## config.mk

```make
export PLATFORM = sky130hd
export DESIGN_NAME = i2c_eeprom_slave_emulator
export DESIGN_NICKNAME = d
export VERILOG_FILES = /design/src/rtl/core/i2cee_pkg.sv /design/src/rtl/core/i2c_eeprom_slave_emulator.sv /design/src/rtl/core/i2cee_ram.sv
export SDC_FILE = /design/constraint.sdc
export NUM_CORES = 2
export LEC_CHECK = 0
export BUFFER_PORTS_ARGS = -buffer_cell sky130_fd_sc_hd__buf_4
export CAP_MARGIN = 20
export CORE_ASPECT_RATIO = 1.75
export CORE_MARGIN = 2
export CORE_UTILIZATION = 53
export DETAILED_ROUTE_END_ITERATION = 16
export PLACE_DENSITY = 0.79
export RECOVER_POWER = 25
export SYNTH_ARGS = -nofsm -noshare
export SYNTH_HDL_FRONTEND = slang
export SYNTH_SLANG_ARGS = --single-unit
```

## constraint.sdc

```tcl
create_clock -name i_clk -period 26.6 [get_ports i_clk]
set_input_delay 3.99 -clock i_clk [delete_from_list [all_inputs] [get_ports i_clk]]
set_output_delay 3.99 -clock i_clk [all_outputs]
set_load 0.01 [all_outputs]
```

## src/rtl/core/i2cee_pkg.sv

```systemverilog
// Shared types, codes and event decoding for the I2C memory emulator.
package i2cee_pkg;

    localparam int PADDR_W = 5;
    localparam int PDATA_W = 32;

    localparam logic [1:0] MODE_BUS  = 2'd0;
    localparam logic [1:0] MODE_HWR  = 2'd1;
    localparam logic [1:0] MODE_HRD  = 2'd2;

    localparam logic [2:0] REG_ADDR_COUNT  = 3'd0;
    localparam logic [2:0] REG_SLAVE_ADDR0 = 3'd1;
    localparam logic [2:0] REG_MEM_SIZE    = 3'd5;
    localparam int         NUM_ADDR_REGS   = 4;

    localparam logic [6:0] SLAVE_ADDR_RST = 7'h50;
    localparam logic [8:0] MASK_ADDR      = 9'h100;
    localparam logic [8:0] MASK_MSB       = 9'h080;
    localparam logic [8:0] MASK_LSB       = 9'h001;

    localparam logic [3:0] EC_FALL_SDA0  = 4'b0010;
    localparam logic [3:0] EC_RISE_SDA0  = 4'b0011;
    localparam logic [3:0] EC_IDLE_LOW   = 4'b0100;
    localparam logic [3:0] EC_FALL_SDA1  = 4'b0110;
    localparam logic [3:0] EC_RISE_SDA1  = 4'b0111;
    localparam logic [3:0] EC_SDA_FALL0  = 4'b1000;
    localparam logic [3:0] EC_START      = 4'b1001;
    localparam logic [3:0] EC_SDA_RISE0  = 4'b1100;
    localparam logic [3:0] EC_STOP       = 4'b1101;

    typedef enum logic [2:0] {
        EV_NONE,
        EV_ERR,
        EV_START,
        EV_STOP,
        EV_RISE0,
        EV_RISE1,
        EV_FALL
    } t_ev;

    function automatic t_ev ev_decode(input logic [3:0] code);
        t_ev ev;
        unique case (code) inside
            EC_RISE_SDA0:                          ev = EV_RISE0;
            EC_RISE_SDA1:                          ev = EV_RISE1;
            EC_FALL_SDA0, EC_FALL_SDA1:            ev = EV_FALL;
            EC_START:                              ev = EV_START;
            EC_STOP:                               ev = EV_STOP;
            EC_IDLE_LOW, EC_SDA_FALL0, EC_SDA_RISE0: ev = EV_NONE;
            default:                               ev = EV_ERR;
        endcase
        return ev;
    endfunction

endpackage

```

## src/rtl/core/i2c_eeprom_slave_emulator.sv

```systemverilog
// I2C slave emulating a byte memory: bus event decoding, host access, APB registers.
// Each input is taken while idle, decoded, and its result registered for output. A
// memory byte read (host read, start of a read byte) adds a read-wait state, and a
// completed sub-address byte adds the 8-step remainder unit. No new input is taken
// until the last result is handed to the output, which can stall on i_out_ready.
// Reset clears control state and sets APB registers to defaults; memory is undefined until written.
module i2c_eeprom_slave_emulator
    import i2cee_pkg::*;
#(
    parameter int MEM_DEPTH  = 256,
    parameter int ADDR_SLOTS = 4
) (
    input  logic               i_clk,
    input  logic               i_rst_n,
    input  logic               i_in_valid,
    output logic               o_in_ready,
    input  logic [1:0]         i_mode,
    input  logic [3:0]         i_event_code,
    input  logic [7:0]         i_host_addr,
    input  logic [7:0]         i_host_wdata,
    output logic               o_out_valid,
    input  logic               i_out_ready,
    output logic               o_sda_drive_low,
    output logic               o_bus_busy,
    output logic               o_bus_free_pulse,
    output logic               o_write_done_pulse,
    output logic               o_read_done_pulse,
    output logic [7:0]         o_matched_address,
    output logic [7:0]         o_host_read_data,
    input  logic               psel,
    input  logic               penable,
    input  logic               pwrite,
    input  logic [PADDR_W-1:0] paddr,
    input  logic [PDATA_W-1:0] pwdata,
    output logic [PDATA_W-1:0] prdata,
    output logic               pready
);

    localparam int AW = (MEM_DEPTH > 1) ? $clog2(MEM_DEPTH) : 1;

    typedef enum logic [2:0] {
        S_IDLE,
        S_DEC,
        S_RDW,
        S_MOD,
        S_OUT
    } t_state;

    typedef enum logic [2:0] {
        PH_WAIT,
        PH_ADDR,
        PH_SUB,
        PH_DATA,
        PH_TX
    } t_phase;

    t_state      r_state, n_state;
    t_phase      r_phase, n_phase;
    logic [1:0]  r_mode;
    logic [3:0]  r_code;
    logic [7:0]  r_haddr;
    logic [7:0]  r_hwdata;
    logic [8:0]  r_mask, n_mask;
    logic [7:0]  r_shift, n_shift;
    logic [7:0]  r_sub, n_sub;
    logic        r_sda, n_sda;
    logic        r_busy, n_busy;
    logic        r_written_mark, n_written_mark;
    logic        r_read_mark, n_read_mark;
    logic [7:0]  r_matched, n_matched;
    logic        r_p_free, n_p_free;
    logic        r_p_write, n_p_write;
    logic        r_p_read, n_p_read;
    logic [7:0]  r_hread, n_hread;
    logic        r_rd_host, n_rd_host;
    logic [7:0]  r_mod_rem, n_mod_rem;
    logic [2:0]  r_mod_cnt, n_mod_cnt;

    logic        r_o_valid;
    logic        r_o_sda;
    logic        r_o_busy;
    logic        r_o_free;
    logic        r_o_write;
    logic        r_o_read;
    logic [7:0]  r_o_matched;
    logic [7:0]  r_o_hread;

    logic [2:0]  r_addr_count;
    logic [6:0]  r_slave_addr [ADDR_SLOTS];
    logic [8:0]  r_mem_size;

    logic          mem_we;
    logic [AW-1:0] mem_waddr;
    logic [7:0]    mem_wdata;
    logic [AW-1:0] mem_raddr;
    logic [7:0]    mem_rdata;

    logic [8:0]  eff_size;
    logic [3:0]  slot_count;
    logic        cfg_we;
    logic [2:0]  cfg_idx;
    logic        out_free;

    i2cee_ram #(
        .WIDTH (8),
        .DEPTH (MEM_DEPTH)
    ) u_mem (
        .i_clk   (i_clk),
        .i_we    (mem_we),
        .i_waddr (mem_waddr),
        .i_wdata (mem_wdata),
        .i_raddr (mem_raddr),
        .o_rdata (mem_rdata)
    );

    function automatic logic [AW-1:0] host_index(input logic [7:0] a);
        logic [16:0] t;
        t = 17'(a);
        for (int k = 7; k >= 0; k--) begin
            if (t >= (17'(MEM_DEPTH) << k)) begin
                t = t - (17'(MEM_DEPTH) << k);
            end
        end
        return t[AW-1:0];
    endfunction

    function automatic logic [7:0] next_sub(input logic [7:0] s, input logic [8:0] lim);
        logic [8:0] inc;
        inc = {1'b0, s} + 9'd1;
        return (inc >= lim) ? 8'd0 : inc[7:0];
    endfunction

    assign eff_size   = (r_mem_size == 9'd0 || r_mem_size > 9'(MEM_DEPTH)) ?
                        9'(MEM_DEPTH) : r_mem_size;
    assign slot_count = ({1'b0, r_addr_count} > 4'(ADDR_SLOTS)) ?
                        4'(ADDR_SLOTS) : {1'b0, r_addr_count};
    assign out_free   = !r_o_valid || i_out_ready;
    assign o_in_ready = (r_state == S_IDLE);

    always_comb begin
        t_ev         ev;
        logic [7:0]  sh_new;
        logic        hit;
        logic        end_now;
        logic [16:0] dshift;

        n_state        = r_state;
        n_phase        = r_phase;
        n_mask         = r_mask;
        n_shift        = r_shift;
        n_sub          = r_sub;
        n_sda          = r_sda;
        n_busy         = r_busy;
        n_written_mark = r_written_mark;
        n_read_mark    = r_read_mark;
        n_matched      = r_matched;
        n_p_free       = r_p_free;
        n_p_write      = r_p_write;
        n_p_read       = r_p_read;
        n_hread        = r_hread;
        n_rd_host      = r_rd_host;
        n_mod_rem      = r_mod_rem;
        n_mod_cnt      = r_mod_cnt;
        mem_we         = 1'b0;
        mem_waddr      = r_sub[AW-1:0];
        mem_wdata      = r_shift;
        ev             = ev_decode(r_code);
        sh_new         = (ev == EV_RISE1) ? (r_shift | r_mask[7:0]) : r_shift;
        hit            = (slot_count == 4'd0);
        end_now        = 1'b0;
        dshift         = 17'(eff_size) << r_mod_cnt;

        for (int i = 0; i < ADDR_SLOTS; i++) begin
            if (4'(i) < slot_count && sh_new[7:1] == r_slave_addr[i]) begin
                hit = 1'b1;
            end
        end

        unique case (r_state)
            S_IDLE: begin
                if (i_in_valid) begin
                    n_state = S_DEC;
                end
            end
            S_DEC: begin
                n_p_free  = 1'b0;
                n_p_write = 1'b0;
                n_p_read  = 1'b0;
                n_hread   = 8'd0;
                n_rd_host = 1'b0;
                n_state   = S_OUT;
                unique case (r_mode)
                    MODE_HWR: begin
                        mem_we    = 1'b1;
                        mem_waddr = host_index(r_haddr);
                        mem_wdata = r_hwdata;
                    end
                    MODE_HRD: begin
                        n_rd_host = 1'b1;
                        n_state   = S_RDW;
                    end
                    MODE_BUS: begin
                        unique case (ev)
                            EV_START: begin
                                end_now = 1'b1;
                                n_busy  = 1'b1;
                                n_mask  = MASK_ADDR;
                                n_shift = 8'd0;
                            end
                            EV_STOP: begin
                                end_now  = 1'b1;
                                n_busy   = 1'b0;
                                n_p_free = 1'b1;
                            end
                            EV_ERR: begin
                                end_now = 1'b1;
                            end
                            EV_RISE0, EV_RISE1, EV_FALL: begin
                                if (r_phase == PH_ADDR || r_phase == PH_SUB ||
                                    r_phase == PH_DATA) begin
                                    if (ev != EV_FALL) begin
                                        n_shift = sh_new;
                                        if (r_mask == MASK_LSB) begin
                                            if (r_phase == PH_ADDR) begin
                                                if (hit) begin
                                                    n_matched = sh_new;
                                                end else begin
                                                    end_now = 1'b1;
                                                end
                                            end else if (r_phase == PH_SUB) begin
                                                n_mod_rem = sh_new;
                                                n_mod_cnt = 3'd7;
                                                n_state   = S_MOD;
                                            end else begin
                                                mem_we         = 1'b1;
                                                mem_wdata      = sh_new;
                                                n_sub          = next_sub(r_sub, eff_size);
                                                n_written_mark = 1'b1;
                                            end
                                        end
                                    end else if (r_mask == 9'd0) begin
                                        n_mask = MASK_MSB;
                                        if (r_phase == PH_ADDR && r_shift[0]) begin
                                            n_phase = PH_TX;
                                            n_state = S_RDW;
                                        end else begin
                                            n_sda   = 1'b0;
                                            n_shift = 8'd0;
                                            if (r_phase != PH_DATA) begin
                                                n_phase = (r_phase == PH_ADDR) ?
                                                          PH_SUB : PH_DATA;
                                            end
                                        end
                                    end else begin
                                        if (r_mask == MASK_LSB) begin
                                            n_sda = 1'b1;
                                        end
                                        n_mask = r_mask >> 1;
                                    end
                                end else if (r_phase == PH_TX) begin
                                    if (ev == EV_RISE1) begin
                                        if ((r_shift & r_mask[7:0]) == 8'd0 ||
                                            r_mask[8]) begin
                                            end_now = 1'b1;
                                        end
                                    end else if (ev == EV_FALL) begin
                                        if (r_mask == MASK_LSB) begin
                                            n_sda  = 1'b0;
                                            n_mask = 9'd0;
                                        end else if (r_mask == 9'd0) begin
                                            n_mask      = MASK_MSB;
                                            n_sub       = next_sub(r_sub, eff_size);
                                            n_read_mark = 1'b1;
                                            n_state     = S_RDW;
                                        end else begin
                                            n_mask = r_mask >> 1;
                                            n_sda  = ((r_shift & n_mask[7:0]) == 8'd0);
                                        end
                                    end
                                end
                            end
                            default: begin
                            end
                        endcase
                        if (end_now) begin
                            n_sda          = 1'b0;
                            n_p_read       = r_read_mark;
                            n_read_mark    = 1'b0;
                            n_p_write      = r_written_mark;
                            n_written_mark = 1'b0;
                            n_phase        = (ev == EV_START) ? PH_ADDR : PH_WAIT;
                        end
                    end
                    default: begin
                    end
                endcase
            end
            S_RDW: begin
                if (r_rd_host) begin
                    n_hread = mem_rdata;
                end else begin
                    n_shift = mem_rdata;
                    n_sda   = !mem_rdata[7];
                end
                n_state = S_OUT;
            end
            S_MOD: begin
                if (17'(r_mod_rem) >= dshift) begin
                    n_mod_rem = r_mod_rem - dshift[7:0];
                end
                n_mod_cnt = r_mod_cnt - 3'd1;
                if (r_mod_cnt == 3'd0) begin
                    n_sub   = n_mod_rem;
                    n_state = S_OUT;
                end
            end
            S_OUT: begin
                if (out_free) begin
                    n_state = S_IDLE;
                end
            end
            default: begin
                n_state = S_IDLE;
            end
        endcase

        mem_raddr = (r_mode == MODE_HRD) ? host_index(r_haddr) : n_sub[AW-1:0];
    end

    always_ff @(posedge i_clk) begin
        if (!i_rst_n) begin
            r_state        <= S_IDLE;
            r_phase        <= PH_WAIT;
            r_mask         <= 9'd0;
            r_shift        <= 8'd0;
            r_sub          <= 8'd0;
            r_sda          <= 1'b0;
            r_busy         <= 1'b0;
            r_written_mark <= 1'b0;
            r_read_mark    <= 1'b0;
            r_matched      <= 8'd0;
            r_p_free       <= 1'b0;
            r_p_write      <= 1'b0;
            r_p_read       <= 1'b0;
            r_hread        <= 8'd0;
            r_rd_host      <= 1'b0;
            r_mod_rem      <= 8'd0;
            r_mod_cnt      <= 3'd0;
            r_o_valid      <= 1'b0;
        end else begin
            r_state        <= n_state;
            r_phase        <= n_phase;
            r_mask         <= n_mask;
            r_shift        <= n_shift;
            r_sub          <= n_sub;
            r_sda          <= n_sda;
            r_busy         <= n_busy;
            r_written_mark <= n_written_mark;
            r_read_mark    <= n_read_mark;
            r_matched      <= n_matched;
            r_p_free       <= n_p_free;
            r_p_write      <= n_p_write;
            r_p_read       <= n_p_read;
            r_hread        <= n_hread;
            r_rd_host      <= n_rd_host;
            r_mod_rem      <= n_mod_rem;
            r_mod_cnt      <= n_mod_cnt;
            if (r_state == S_OUT && out_free) begin
                r_o_valid <= 1'b1;
            end else if (i_out_ready) begin
                r_o_valid <= 1'b0;
            end
        end
        if (r_state == S_IDLE && i_in_valid) begin
            r_mode   <= i_mode;
            r_code   <= i_event_code;
            r_haddr  <= i_host_addr;
            r_hwdata <= i_host_wdata;
        end
        if (r_state == S_OUT && out_free) begin
            r_o_sda     <= r_sda;
            r_o_busy    <= r_busy;
            r_o_free    <= r_p_free;
            r_o_write   <= r_p_write;
            r_o_read    <= r_p_read;
            r_o_matched <= r_matched;
            r_o_hread   <= r_hread;
        end
    end

    assign cfg_we  = psel && penable && pwrite;
    assign cfg_idx = paddr[4:2];

    always_ff @(posedge i_clk) begin
        if (!i_rst_n) begin
            r_addr_count <= 3'd0;
            r_mem_size   <= 9'd256;
            for (int i = 0; i < ADDR_SLOTS; i++) begin
                r_slave_addr[i] <= SLAVE_ADDR_RST;
            end
        end else if (cfg_we) begin
            if (cfg_idx == REG_ADDR_COUNT) begin
                r_addr_count <= pwdata[2:0];
            end
            if (cfg_idx == REG_MEM_SIZE) begin
                r_mem_size <= pwdata[8:0];
            end
            for (int i = 0; i < ADDR_SLOTS; i++) begin
                if (i < NUM_ADDR_REGS && cfg_idx == REG_SLAVE_ADDR0 + 3'(i)) begin
                    r_slave_addr[i] <= pwdata[6:0];
                end
            end
        end
    end

    always_comb begin
        prdata = '0;
        if (cfg_idx == REG_ADDR_COUNT) begin
            prdata = PDATA_W'(r_addr_count);
        end else if (cfg_idx == REG_MEM_SIZE) begin
            prdata = PDATA_W'(r_mem_size);
        end
        for (int i = 0; i < ADDR_SLOTS; i++) begin
            if (i < NUM_ADDR_REGS && cfg_idx == REG_SLAVE_ADDR0 + 3'(i)) begin
                prdata = PDATA_W'(r_slave_addr[i]);
            end
        end
    end

    assign pready             = 1'b1;
    assign o_out_valid        = r_o_valid;
    assign o_sda_drive_low    = r_o_sda;
    assign o_bus_busy         = r_o_busy;
    assign o_bus_free_pulse   = r_o_free;
    assign o_write_done_pulse = r_o_write;
    assign o_read_done_pulse  = r_o_read;
    assign o_matched_address  = r_o_matched;
    assign o_host_read_data   = r_o_hread;

endmodule

```

## src/rtl/core/i2cee_ram.sv

```systemverilog
// Generic single-write, single-read RAM with registered read data.
module i2cee_ram #(
    parameter int WIDTH = 8,
    parameter int DEPTH = 256
) (
    input  logic                                   i_clk,
    input  logic                                   i_we,
    input  logic [((DEPTH > 1) ? $clog2(DEPTH) : 1)-1:0] i_waddr,
    input  logic [WIDTH-1:0]                       i_wdata,
    input  logic [((DEPTH > 1) ? $clog2(DEPTH) : 1)-1:0] i_raddr,
    output logic [WIDTH-1:0]                       o_rdata
);

    logic [WIDTH-1:0] r_mem [DEPTH];
    logic [WIDTH-1:0] r_rdata;

    always_ff @(posedge i_clk) begin
        if (i_we) begin
            r_mem[i_waddr] <= i_wdata;
        end
        r_rdata <= r_mem[i_raddr];
    end

    assign o_rdata = r_rdata;

endmodule
```

# Word-level counts from Yosys, hierarchy flattened
# Memory sizes are Yosys's and may differ from the RTL's. A register that Yosys moved wholly into a read port is not among the register bits.
# Cells that the tools add are included.
# classes
n_addsub	3
mul	0
n_div	0
order_cmp	8
eq_ne	71
n_shift	1
muxes	184
n_bitwise	7
reduce_logical	55
# op_table
cell	n
$mux W8	42
$mux W32	4
$pmux W8 S2	6
$mux W3	31
$mux W1	80
$mux W9	8
$eq A7 B7 Y1	4
$mux W7	4
$eq A3 B2 Y1 const B	8
$ne A4 B4 Y1 const B	6
$reduce_and A8 Y1	3
$reduce_bool A2 Y1	12
$ne A2 B2 Y1 const B	11
$eq A3 B3 Y1 const B	7
$reduce_and A7 Y1	3
$logic_not A9 Y1	2
$ne A3 B3 Y1 const B	6
$pmux W3 S6	1
$pmux W9 S2	1
$ge A8 B17 Y1	1
$shl A9 B3 Y17	1
$and A8 B8 Y8	2
$eq A4 B4 Y1 const B	4
$logic_not A8 Y1	2
35 further kinds	80
# totals
register_bits	122
latch_bits	0
mem_bits_rw	2076
rom_bits	0
output_inout_bits	56
mem_count	2
# memory_table
memory	words	word_bits	rd	rd_clocked_by_memory_dff	wr	line	rtl
u_mem.r_mem	256	8	1	1	1	i2cee_ram.sv:14	logic [WIDTH-1:0] r_mem [DEPTH];
r_slave_addr	4	7	4	0	4	i2c_eeprom_slave_emulator.sv:89	logic [6:0] r_slave_addr [ADDR_SLOTS];

# Depth between registers and ports, before layout
# logic_depth
depth_word	22
ltp_mapped	27

# Modules after synthesis
# From an unflattened synthesis, not the netlist that was laid out.
# hier_totals
cells_unflattened	4639
hier_area_um2	87973.1
# by_module_without_submodules
mod	instances	cells_each	area_each_um2
i2cee_ram	1	3706	79232.2
i2c_eeprom_slave_emulator	1	933	8740.9

# Least setup slack after synthesis
# Ideal clock, no wire load.
# synth_timing
kind	flip-flop to flip-flop
start	register r_state[2]
end	memory u_mem.r_mem[0][0], data pin
t_arrival_ps	11430
setup_slack_ps	12982
path_stages_with_launch	9
synth_period_minus_slack_ps	13618
cell_sequence	dfxtp_1 > clkbuf_1 > nor2b_1 > nand2_1 > nor2_1 > nand2_1 > clkbuf_1 > a22oi_1 > o21ai_0
# synth_between
elab_chain_len	2
# synth_lines
item	line	rtl
start, declared	i2c_eeprom_slave_emulator.sv:57	t_state r_state, n_state;
start signal, assigned	i2c_eeprom_slave_emulator.sv:351	r_state <= n_state;
$eq A3 B1 Y1	i2c_eeprom_slave_emulator.sv:179	unique case (r_state)
$mux W8	i2c_eeprom_slave_emulator.sv:179	
net mem_wdata[0]	i2c_eeprom_slave_emulator.sv:94	logic [7:0] mem_wdata;
end, declared	i2cee_ram.sv:14	
# The timed path passes the listed nets, and every way through them passes these cells.

# Final worst setup path
# layout_timing
start	register r_state[0]
end	memory u_mem.r_mem[155][5], data pin
# Same word-level chain as after synthesis.

==> results_dict.tcl <==
set metrics [dict create \
    worst-endpoint-arrival_ps 12850 \
    cts_hold_buf 0 \
    cts.sinks 2206 \
    min_period_ps 13670 \
    ant_nets 0 \
    cp-start-kind "flip-flop" \
    hold_ws_ps 433 \
    drive_gt1_frac 0.0665 \
    cts_buffers 183 \
    clk_path_buf_depth 4 \
    ioPinCount 122 \
    powerDensity_nw_per_um2 69.6 \
    syn-instance-count 7028 \
    drtIter0Drc 8362 \
    grtUsageTotal 0.279 \
    syn2layout_area_growth_pct 9.01 \
    skew_ps 49.6 \
    power.leakage_nw 33.9 \
    violations "capacitance limit, slew limit" \
    cts.reportedPaths.clkPinSlew_ps 70 \
    max-vdd-ir-drop_mv 0.0511 \
    status "finished, violations left" \
    max_freq_mhz 73.1 \
    async_flop_share 0 \
    die_y_um 550 \
    synth_top_area_share 0.704 \
    dp_cells 8953 \
    dpl_cell_area_sq_um 92800 \
    crit_path_max_fanout 202 \
    slew_violations 1415 \
    via_count 60092 \
    post_cts_buffers 0 \
    synth.top_cells.by_area "edfxtp_1, nand2_1, nand3_1" \
    post_cts_resized 0 \
    initial_core_util 0.533 \
    hold_violations 0 \
    synth_most_common_cell "edfxtp_1" \
    grt_pass1_wl_um 361000 \
    yosys-top-cells-count "edfxtp_1, nand2_1, nand3_1" \
    synth_flop_cell "edfxtp_1" \
    hold_path_class "reg2reg" \
    clk_latency_ps 820 \
    wl_per_cell_um 26.7 \
    synth_edf_count 2119 \
    vias_per_cell 6.47 \
    postLayoutCellArea_sq_um 98500 \
    avgSynthCellArea_sq_um 12.9 \
    routabilityCongestion 0.954 \
    core_sq_um 170000 \
    maxCapViolations 13 \
    yosysTopAreaCell "edfxtp_1" \
    fillers 12474 \
    die-area_sq_um 174000 \
    worst_pin_slew_ps 9630 \
    htreeDepth 4 \
    root_buffer "clkbuf_16" \
    yosysWarnings 0 \
    layout.cells.non_filler 9292 \
    drc 0 \
    critical_path_class "reg2reg" \
    grt_max_degree 207 \
    port_buffers 72 \
    tns_ps 0 \
    cts_tree "done" \
    relSlewSlack -5.42 \
    rsz0062_at_grt "false" \
    post-route-util 0.581 \
    nNetsFinal 7010 \
    yosysUniqueCellTypes 84 \
    hpwl_um 145000 \
    synth_area_sq_um 90400 \
    ys_ff_latch 2206 \
    period_share 0.514 \
    antenna_found_initial 10 \
    synth_sequential_area_ratio 0.723 \
    cp-end-kind "flip-flop" \
    die_x_um 316 \
    drt-pass1-iter-count 6 \
    cp_data_required_time_ps 25770 \
    drt-total-wl_um 248000 \
    grt_overflow_total 0 \
    setup_viol 0 \
    first_global_vias 57959 \
    rows 200 \
]
==> final timing paths <==
path / from / end / slack [ps] / cells after the start
setup / recovery: r_state[0]$_SDFFE_PN0P_ / u_mem.r_mem[155][5]$_DFFE_PP_ / 12930 / 8
hold / removal: r_hread[2]$_SDFFE_PN0P_ / o_host_read_data[2]$_DFFE_PP_ / 430 / 0
setup reg to reg: r_state[0]$_SDFFE_PN0P_ / u_mem.r_mem[155][5]$_DFFE_PP_ / 12930 / 8
hold reg to reg: r_hread[2]$_SDFFE_PN0P_ / o_host_read_data[2]$_DFFE_PP_ / 430 / 0
==> cell usage in the layout, fill, tap and decap left out, drive strengths merged, types with 13 or more instances in the layout <==
cell type,n
nor3,26
a311oi,43
clkbuf,266
nor2b,19
edfxtp,2119
a211oi,37
a31oi,69
a21oi,240
nand2,1734
a32o,21
ha,21
a22oi,31
nand2b,26
nor2,398
and4,15
mux2i,222
and3,55
nor4,23
and4b,15
or3,14
a32oi,189
dfxtp,87
buf,146
diode,13
and2,29
clkinv,71
nand4,45
inv,13
nand3,722
a221oi,34
o211a,19
bufinv,19
xnor2,30
o21ai,67
conb,24
==> state kept, by name (all words and copies together) (netlist names), 2 cells and up <==
signal,count
r_code,4
r_hread,8
r_haddr,8
r_hwdata,8
r_addr_count,3
r_state,3
r_mod_rem,8
r_shift,8
r_mask,9
r_slave_addr,28
o_host_read_data,8
r_phase,3
u_mem.o_rdata,8
o_matched_address,8
r_mode,2
r_mem_size,9
r_sub,8
r_mod_cnt,3
r_matched,8
u_mem.r_mem,2048
==> cell type report <==
| cell class | instances | area, sq um | share of cell area |
|---|---|---|---|
| Clock inverter | 95 | 943 | 0.00957 |
| Timing Repair Buffer | 187 | 1470 | 0.0149 |
| Multi-Input combinational cell | 4329 | 23100 | 0.234 |
| Tap cell | 2222 | 2780 | 0.0282 |
| Clock buffer | 225 | 4820 | 0.0489 |
| Sequential cell | 2206 | 65400 | 0.663 |
| Inverter | 15 | 56.3 | 0.000571 |
| Antenna cell | 13 | 32.5 | 0.000330 |
==> cells by family after synthesis <==
group                    synth area share
AO/OA/AOI/OAI                      0.0675
adder cells (fa/ha/maj)           0.00313
flip-flops                          0.723
other                           0.0000831
multiplexers                       0.0268
buffers and inverters              0.0244
XOR/XNOR                          0.00397
AND/OR/NAND/NOR                     0.151
==> stage by stage <==
step	setup WS (ps)	total power [mW]
after detailed placement	16750	4.25
after floorplan	12980	4.11
after global routing	12250	7.00
after CTS	16740	6.84
final	12930	6.86
after global placement	16780	4.24
==> critical path: stages (launching register included) <==
cell,delay [ps]
dfxtp_1,510
nor2b_1,170
clkbuf_1,520
nand2_1,590
nor2_1,410
and2_0,1060
nand2_1,130
nand2_1,1590
clkbuf_1,6600
==> power breakdown <==
group | internal (mW) | leakage (nW) | total (mW) | switching, mW
Sequential | 3.78 | 20.3 | 3.79 | 0.00965
Clock | 1.47 | 2.81 | 2.67 | 1.20
Combinational | 0.108 | 10.8 | 0.398 | 0.290
==> per-layer routing <==
metal  track usage  routed length, um  up-vias  part of all wire
li1              -                  -    25783                 -
met1         0.321              80100    29351              0.32
met2         0.459             121000     4049              0.49
met3        0.0428              24000      901             0.097
met4         0.234              22700        8             0.092
met5             0                 45        -           0.00018
Power figures use the tool's default switching activity.
